$ cat config.mk
export PLATFORM = sky130hd
export DESIGN_NAME = spv_queue
export DESIGN_NICKNAME = d
export VERILOG_FILES = /design/src/rtl/spv_pkg.sv /design/src/rtl/spv_queue.sv
export SDC_FILE = /design/constraint.sdc
export NUM_CORES = 1
export LEC_CHECK = 0
export ABC_AREA = 0
export BUFFER_PORTS_ARGS = -buffer_cell sky130_fd_sc_hd__buf_2
export CAP_MARGIN = 20
export CORE_UTILIZATION = 35
export DETAILED_ROUTE_END_ITERATION = 6
export GPL_TIMING_DRIVEN = 0
export PLACE_DENSITY_LB_ADDON = 0.3
export SETUP_SLACK_MARGIN = 0.15
export SLEW_MARGIN = 5
export SYNTH_ARGS = -nofsm -noshare
export SYNTH_HDL_FRONTEND = slang
export SYNTH_SLANG_ARGS = --single-unit
$ cat constraint.sdc
create_clock -name clk -period 9.6 [get_ports clk]
set_clock_uncertainty 0.15 [all_clocks]
set_input_delay 0.48 -clock clk [delete_from_list [all_inputs] [get_ports clk]]
set_output_delay 0.48 -clock clk [all_outputs]
set_load 0.005 [all_outputs]
$ cat src/rtl/spv_pkg.sv
// spv_pkg: types, constants and register codes for the saturated pursuit velocity block
// no dependencies
package spv_pkg;

	localparam int FRAC_BITS_DEF = 16;
	localparam int GAIN_W = 16;
	localparam int CAP_W = 23;
	localparam int POS_W = 32;
	localparam int VEL_W = 24;
	localparam int DIFF_W = POS_W + 1;
	localparam int SQ_W = 2 * DIFF_W + 2;
	localparam int LEN_W = DIFF_W + 1;
	localparam int PROD_W = DIFF_W + CAP_W;
	localparam int OUT_LIM = 4194304;
	localparam logic [GAIN_W-1:0] GAIN_RESET = 16'd13107;
	localparam int CAP_RESET_INT = 7;

	typedef enum logic [0:0] {
		REG_GAIN = 1'b0,
		REG_SPEED_CAP = 1'b1
	} reg_idx_t;

	typedef struct packed {
		logic signed [POS_W-1:0] target_x;
		logic signed [POS_W-1:0] target_y;
		logic signed [POS_W-1:0] target_z;
		logic signed [POS_W-1:0] own_x;
		logic signed [POS_W-1:0] own_y;
		logic signed [POS_W-1:0] own_z;
		logic chase_start;
	} in_item_t;

	typedef struct packed {
		logic signed [VEL_W-1:0] vel_x;
		logic signed [VEL_W-1:0] vel_y;
		logic signed [VEL_W-1:0] vel_z;
	} out_item_t;

	// classified item handed from front to back
	typedef struct packed {
		logic [2:0] neg;
		logic [DIFF_W-1:0] mag_x;
		logic [DIFF_W-1:0] mag_y;
		logic [DIFF_W-1:0] mag_z;
		logic zero;
		logic [SQ_W-1:0] sumsq;
	} work_t;

	function automatic logic [CAP_W-1:0] cap_reset(input int frac);
		logic [63:0] v;
		begin
			v = 64'(CAP_RESET_INT) << frac;
			cap_reset = (v > 64'h7FFFFF) ? {CAP_W{1'b1}} : v[CAP_W-1:0];
		end
	endfunction

endpackage

$ cat src/rtl/spv_queue.sv
// spv_queue: short queue between front and back
// depends on spv_pkg
module spv_queue #(
	parameter int DEPTH = 4
) (
	input  logic           clk,
	input  logic           arst_n,
	input  logic           in_valid,
	output logic           in_stall,
	input  spv_pkg::work_t in_data,
	output logic           out_valid,
	input  logic           out_stall,
	output spv_pkg::work_t out_data
);
	import spv_pkg::*;
	localparam int AW = $clog2(DEPTH);

	work_t mem_q [DEPTH];
	logic [AW-1:0] wp_q, rp_q;
	logic [AW:0] cnt_q;
	logic push, pop;

	assign in_stall = (cnt_q == (AW+1)'(DEPTH));
	assign out_valid = (cnt_q != '0);
	assign push = in_valid && !in_stall;
	assign pop = out_valid && !out_stall;
	assign out_data = mem_q[rp_q];

	always_ff @(posedge clk or negedge arst_n) begin
		if (!arst_n) begin
			wp_q <= '0;
			rp_q <= '0;
			cnt_q <= '0;
		end else begin
			if (push) wp_q <= (wp_q == AW'(DEPTH-1)) ? '0 : wp_q + 1'b1;
			if (pop) rp_q <= (rp_q == AW'(DEPTH-1)) ? '0 : rp_q + 1'b1;
			cnt_q <= cnt_q + (AW+1)'(push) - (AW+1)'(pop);
		end
	end

	always_ff @(posedge clk) begin
		if (push) mem_q[wp_q] <= in_data;
	end

	assert property (@(posedge clk) disable iff (!arst_n) cnt_q <= (AW+1)'(DEPTH))
		else $error("queue count overflow");
	assert property (@(posedge clk) disable iff (!arst_n)
		(push && !pop) |=> cnt_q == $past(cnt_q) + 1'b1)
		else $error("queue push lost");
	assert property (@(posedge clk) disable iff (!arst_n)
		(cnt_q == '0) |-> !pop)
		else $error("queue pop while empty");
endmodule

Word-level counts from Yosys, hierarchy flattened
Memories as Yosys holds them, arrays and structs flattened.
Cells that the tools add are included.
{"block": "classes", "n_eq_ne": 3, "shifts": 0, "order_cmp": 0, "muxes": 4, "n_div": 0, "reduce_logical": 5, "n_addsub": 4, "mul": 0, "n_bitwise": 0}
{"operator": "$add A2 B1 Y2 const B", "count": 2}
{"operator": "$eq A2 B2 Y1 const B", "count": 2}
{"operator": "$mux W2", "count": 2}
{"operator": "$add A3 B1 Y3", "count": 1}
{"operator": "$eq A3 B3 Y1 const B", "count": 1}
{"operator": "$reduce_bool A3 Y1", "count": 1}
{"operator": "$sub A3 B1 Y3", "count": 1}
{"operator": "$logic_and A1 B1 Y1", "count": 2}
{"operator": "$logic_not A1 Y1", "count": 2}
{"operator": "$mux W1", "count": 2}
{"block": "word_totals", "regBits": 7, "elab_cells": 20, "mem_bits_rw": 684, "input_bits": 175, "n_memories": 1, "latch_bits": 0, "out_inout_bits": 173, "rom_bits": 0}
{"name": "mem_q", "depth": 4, "width": 171, "rd": 1, "rd_ports_with_merged_regs": 0, "wr": 1, "line_no": "spv_queue.sv:18", "source": "work_t mem_q [DEPTH];"}

Logic depth before layout (Yosys ltp)
{"block": "logic_depth", "depth_word": 5, "ltp_mapped": 9, "ltp_nobuf": 9}

Worst setup path before layout
OpenSTA, ideal clock, no wires.
{"block": "synth_path", "kind": "register to register", "startpoint": "register cnt_q[2]", "endpoint": "memory mem_q[0][0] (netlist bit) (enable)", "setup_slack_ns": 4.313, "synth_period_minus_slack_ns": 5.287, "t_arrival_ns": 4.584, "path_stages_with_launch": 3, "setup_time_ns": 0.553, "path_cell_list": "dfrtp_1 -> or3b_4 -> and3_1"}
{"block": "synth_via", "elab_chain_len": 5}
{"element": "start, declared", "line_no": "spv_queue.sv:20", "source": "logic [AW:0] cnt_q;"}
{"element": "start signal, assigned", "line_no": "spv_queue.sv:37", "source": "cnt_q <= cnt_q + (AW+1)'(push) - (AW+1)'(pop);"}
{"element": "$eq A3 B3 Y1", "line_no": "spv_queue.sv:23", "source": "assign in_stall = (cnt_q == (AW+1)'(DEPTH));"}
{"element": "$logic_not A1 Y1", "line_no": "spv_queue.sv:25", "source": "assign push = in_valid && !in_stall;"}
{"element": "$logic_and A1 B1 Y1", "line_no": "spv_queue.sv:25"}
{"element": "$mux W1", "line_no": "spv_queue.sv:42", "source": "if (push) mem_q[wp_q] <= in_data;"}
{"element": "$mux W1 (implied by the code)", "line_no": "spv_queue.sv:42"}
{"element": "end, declared", "line_no": "spv_queue.sv:18"}
No other way between the ends.

==> run metrics <==
number of enable flip-flop cells after synthesis slightly below 700; Worst Hold Margin 0.151 ns; number of buffers added by the clock tree synthesis step 74; Die Width ~270 um; number of nets still failing antenna checks after routing 0; buffer levels on the longest clock path 3; layout filler cell count 5924; final std cell area, no fill about 0.033 mm2; # setup viols final 0; wire length of the first global-routing pass 79.4 mm; average cell area after synthesis 27.0 um2; maximum fanout count along the critical path 10; remaining design rule violation count 0; number of synthesized register bits 691; Post-Syn Nets 1114; min-delay worst type input port to asynchronous set/reset pin; Ports 348; most frequently used cell type in the post-synthesis netlist edfxtp_1; Skew-Pair Late Insertion Delay 0.59 ns; Commonest cells post-synth edfxtp_1 (684), mux4_2 (171), buf_2 (19), buf_6 (17); vias in the first global route 13.2k; Worst Setup Slack, final 6.34 ns; Tightest Pin Transition 0.570 ns; sum of overflow across all layers after global routing 0; number of hold-repair buffers added at the cts stage 173; Post-Synthesis Cells 931; port bufs between 300 and 400; Routed WL 52.2 mm; share of total power in the clock network 0.288; die area 0.0728 mm2; predominant post-synthesis flop cell edfxtp_1; die height 270 um; pre-CTS setup slack 6.79 ns; Crit path arrival time 2.63 ns; detailed router's first-iteration violation count roughly 660; vias per inst 4.71; total of cells resized after clock tree synthesis 0; top achievable clock speed approximately 300 MHz; Worst-path clk slew 0.06 ns; worst slew slack as a fraction of its limit 0.620; share of layout cells above drive strength 1 0.427; sequence of cells on the critical path buf_2, buf_2, buf_2, mux4_2, buf_2; Power Density 294 mW/mm2; final weighted congestion in routability-driven placement 0.679; Synth-to-Final Area Change 29.6%; number of optimization iterations in the first detailed-route pass 6; Sequential Power Share 0.426; proportion of synthesized flip-flops having asynchronous set or reset 0.0101; cell with the largest stage delay on the worst path buf_2; number of antenna violations at the first check in global routing 7; kind of critical path flip-flop to output pin; Sw Pwr 0.00266 W; Hold Violations, Final 0; post-route minimum period 3.26 ns; status finished clean; final cycle utilization of the critical path 0.339; kind of launch point of the worst setup path flip-flop; GR Util All Layers 0.144; Unique masters post-synth 18; core area 0.0705 mm2; proportion of total power due to net switching 0.278; required time reported for the critical path endpoint 8.97 ns; biggest area consumer among synthesized cells edfxtp_1; starting density of the core 0.356; peak supply drop 0.167 mV; maximum number of pins on one net before global-route repair 51; top cells by area, synth edfxtp_1 (82%), mux4_2 (15%), buf_6 (0.76%), dfrtp_1 (0.70%), buf_2 (0.38%); critical path's largest stage delay roughly 0.40 ns; vias after detailed routing approximately 12k; sequential element share of the synthesized area 0.825; standard-cell row count 97; total negative setup slack 0 ns; internal power component 0.00692 W; count of maximum capacitance violations 0; cell seen most often among critical-path stages buf_2; number of setup buffers added after CTS 0; post-synth top area share 0.818; # H-tree levels 3; clock tree from TritonCTS built; total number of nets in the final design 1725; combinational cell fraction of total power 0.286; root buffer cell clkbuf_16; Max Transition Viols Final 0; mapped cell area 0.0251 mm2; area post-placement 0.0284 mm2; post-detailed-placement half-perimeter wirelength 32.3 mm; PnR Total Power about 0.0096 W; cell leakage power 11.1 nW; Routed wire per std cell 20.5 um; RSZ-0062 raised after global routing no; count of synthesis-stage warnings from yosys 0; clock tree sinks about 700; crit end category output pin
## flip-flops by register name, summed over array words and instances (netlist names)
signal and count:
mem_q 684, wp_q 2, cnt_q 3, rp_q 2
## critical path: cells and delay by family, from the launching register on
kind                   cells  cell delay, ns
buffers and inverters      4            1.29
multiplexers               1            0.38
flip-flops                 1            0.34
## stage by stage
stage	cells	utilization
floorplan	931	-
global placement	2218	0.398
detailed placement	2233	0.403
CTS	2540	0.462
global route	2544	0.462
finish	2544	0.462
## logic make-up (layout without fill, tap and decap cells)
family          count (synthesis)  after routing  share of synthesized area
compound gates                  2              2                   0.000548
xor+xnor                        2              2                   0.000697
fa+ha+maj                       8              8                    0.00428
buf+inv                        45            714                     0.0131
flops                         691            691                      0.825
mux                           174            174                      0.155
other cells                     0              4                          0
simple gates                    9              9                    0.00209
## final timing paths
path / depth (start not counted) / slack (ns) / endpoint / from
worst max register to register: 9 / 7.08 / cnt_q[2]$_DFF_PN0_ / cnt_q[1]$_DFF_PN0_
worst max-delay path: 5 / 6.34 / out_data[168] / rp_q[1]$_DFFE_PN0P_
worst min-delay path: 2 / 0.15 / wp_q[1]$_DFFE_PN0P_ / arst_n
worst min register to register: 1 / 0.39 / cnt_q[0]$_DFF_PN0_ / cnt_q[0]$_DFF_PN0_
min in group clk: 3 / 0.18 / wp_q[1]$_DFFE_PN0P_ / in_valid
max in group asynchronous: 2 / 8.99 / rp_q[1]$_DFFE_PN0P_ / arst_n
## cells in the final DEF (no fill, tap or decap), types with 9 or more instances in the layout
| cell | instances |
|---|---|
| dlygate4sd3_1 | 173 |
| clkinv_2 | 10 |
| buf_2 | 366 |
| buf_6 | 17 |
| clkbuf_1 | 9 |
| buf_16 | 13 |
| clkbuf_16 | 76 |
| mux4_2 | 171 |
| edfxtp_1 | 684 |
| clkinv_1 | 21 |
## layout make-up
type / count / area, um2 / area share
Antenna cell: 4 / 10.0 / 0.000307
Buffer: 38 / 302 / 0.00926
Clock buffer: 85 / 1940 / 0.0594
Clock inverter: 49 / 435 / 0.0134
Inverter: 7 / 26.3 / 0.000807
Multi-Input combinational cell: 195 / 4100 / 0.126
Sequential cell: 691 / 20700 / 0.636
Tap cell: 940 / 1180 / 0.0361
Timing Repair Buffer: 535 / 3870 / 0.119
## power groups by stage
| stage | Clock, W | Combinational (W) | Sequential [W] |
|---|---|---|---|
| 6_report | 0.00276 | 0.00274 | 0.00409 |
| 5_1_grt | 0.00294 | 0.00298 | 0.00414 |
| 4_1_cts | 0.00285 | 0.00286 | 0.00410 |
| 3_5_place_dp | 0 | 0.00279 | 0.00416 |
| 3_3_place_gp | 0 | 0.00267 | 0.00436 |
| 2_1_floorplan | 0 | 0.00155 | 0.00423 |
## metal layers
metal / GRT usage / vias up / share of wire
met4: 0.0499 / 6 / 0.024
met2: 0.243 / 307 / 0.50
met5: 0 / - / 0.00069
met3: 0.0407 / 93 / 0.060
li1: - / 5313 / -
met1: 0.178 / 6263 / 0.41
Power figures use the tool's default switching activity.
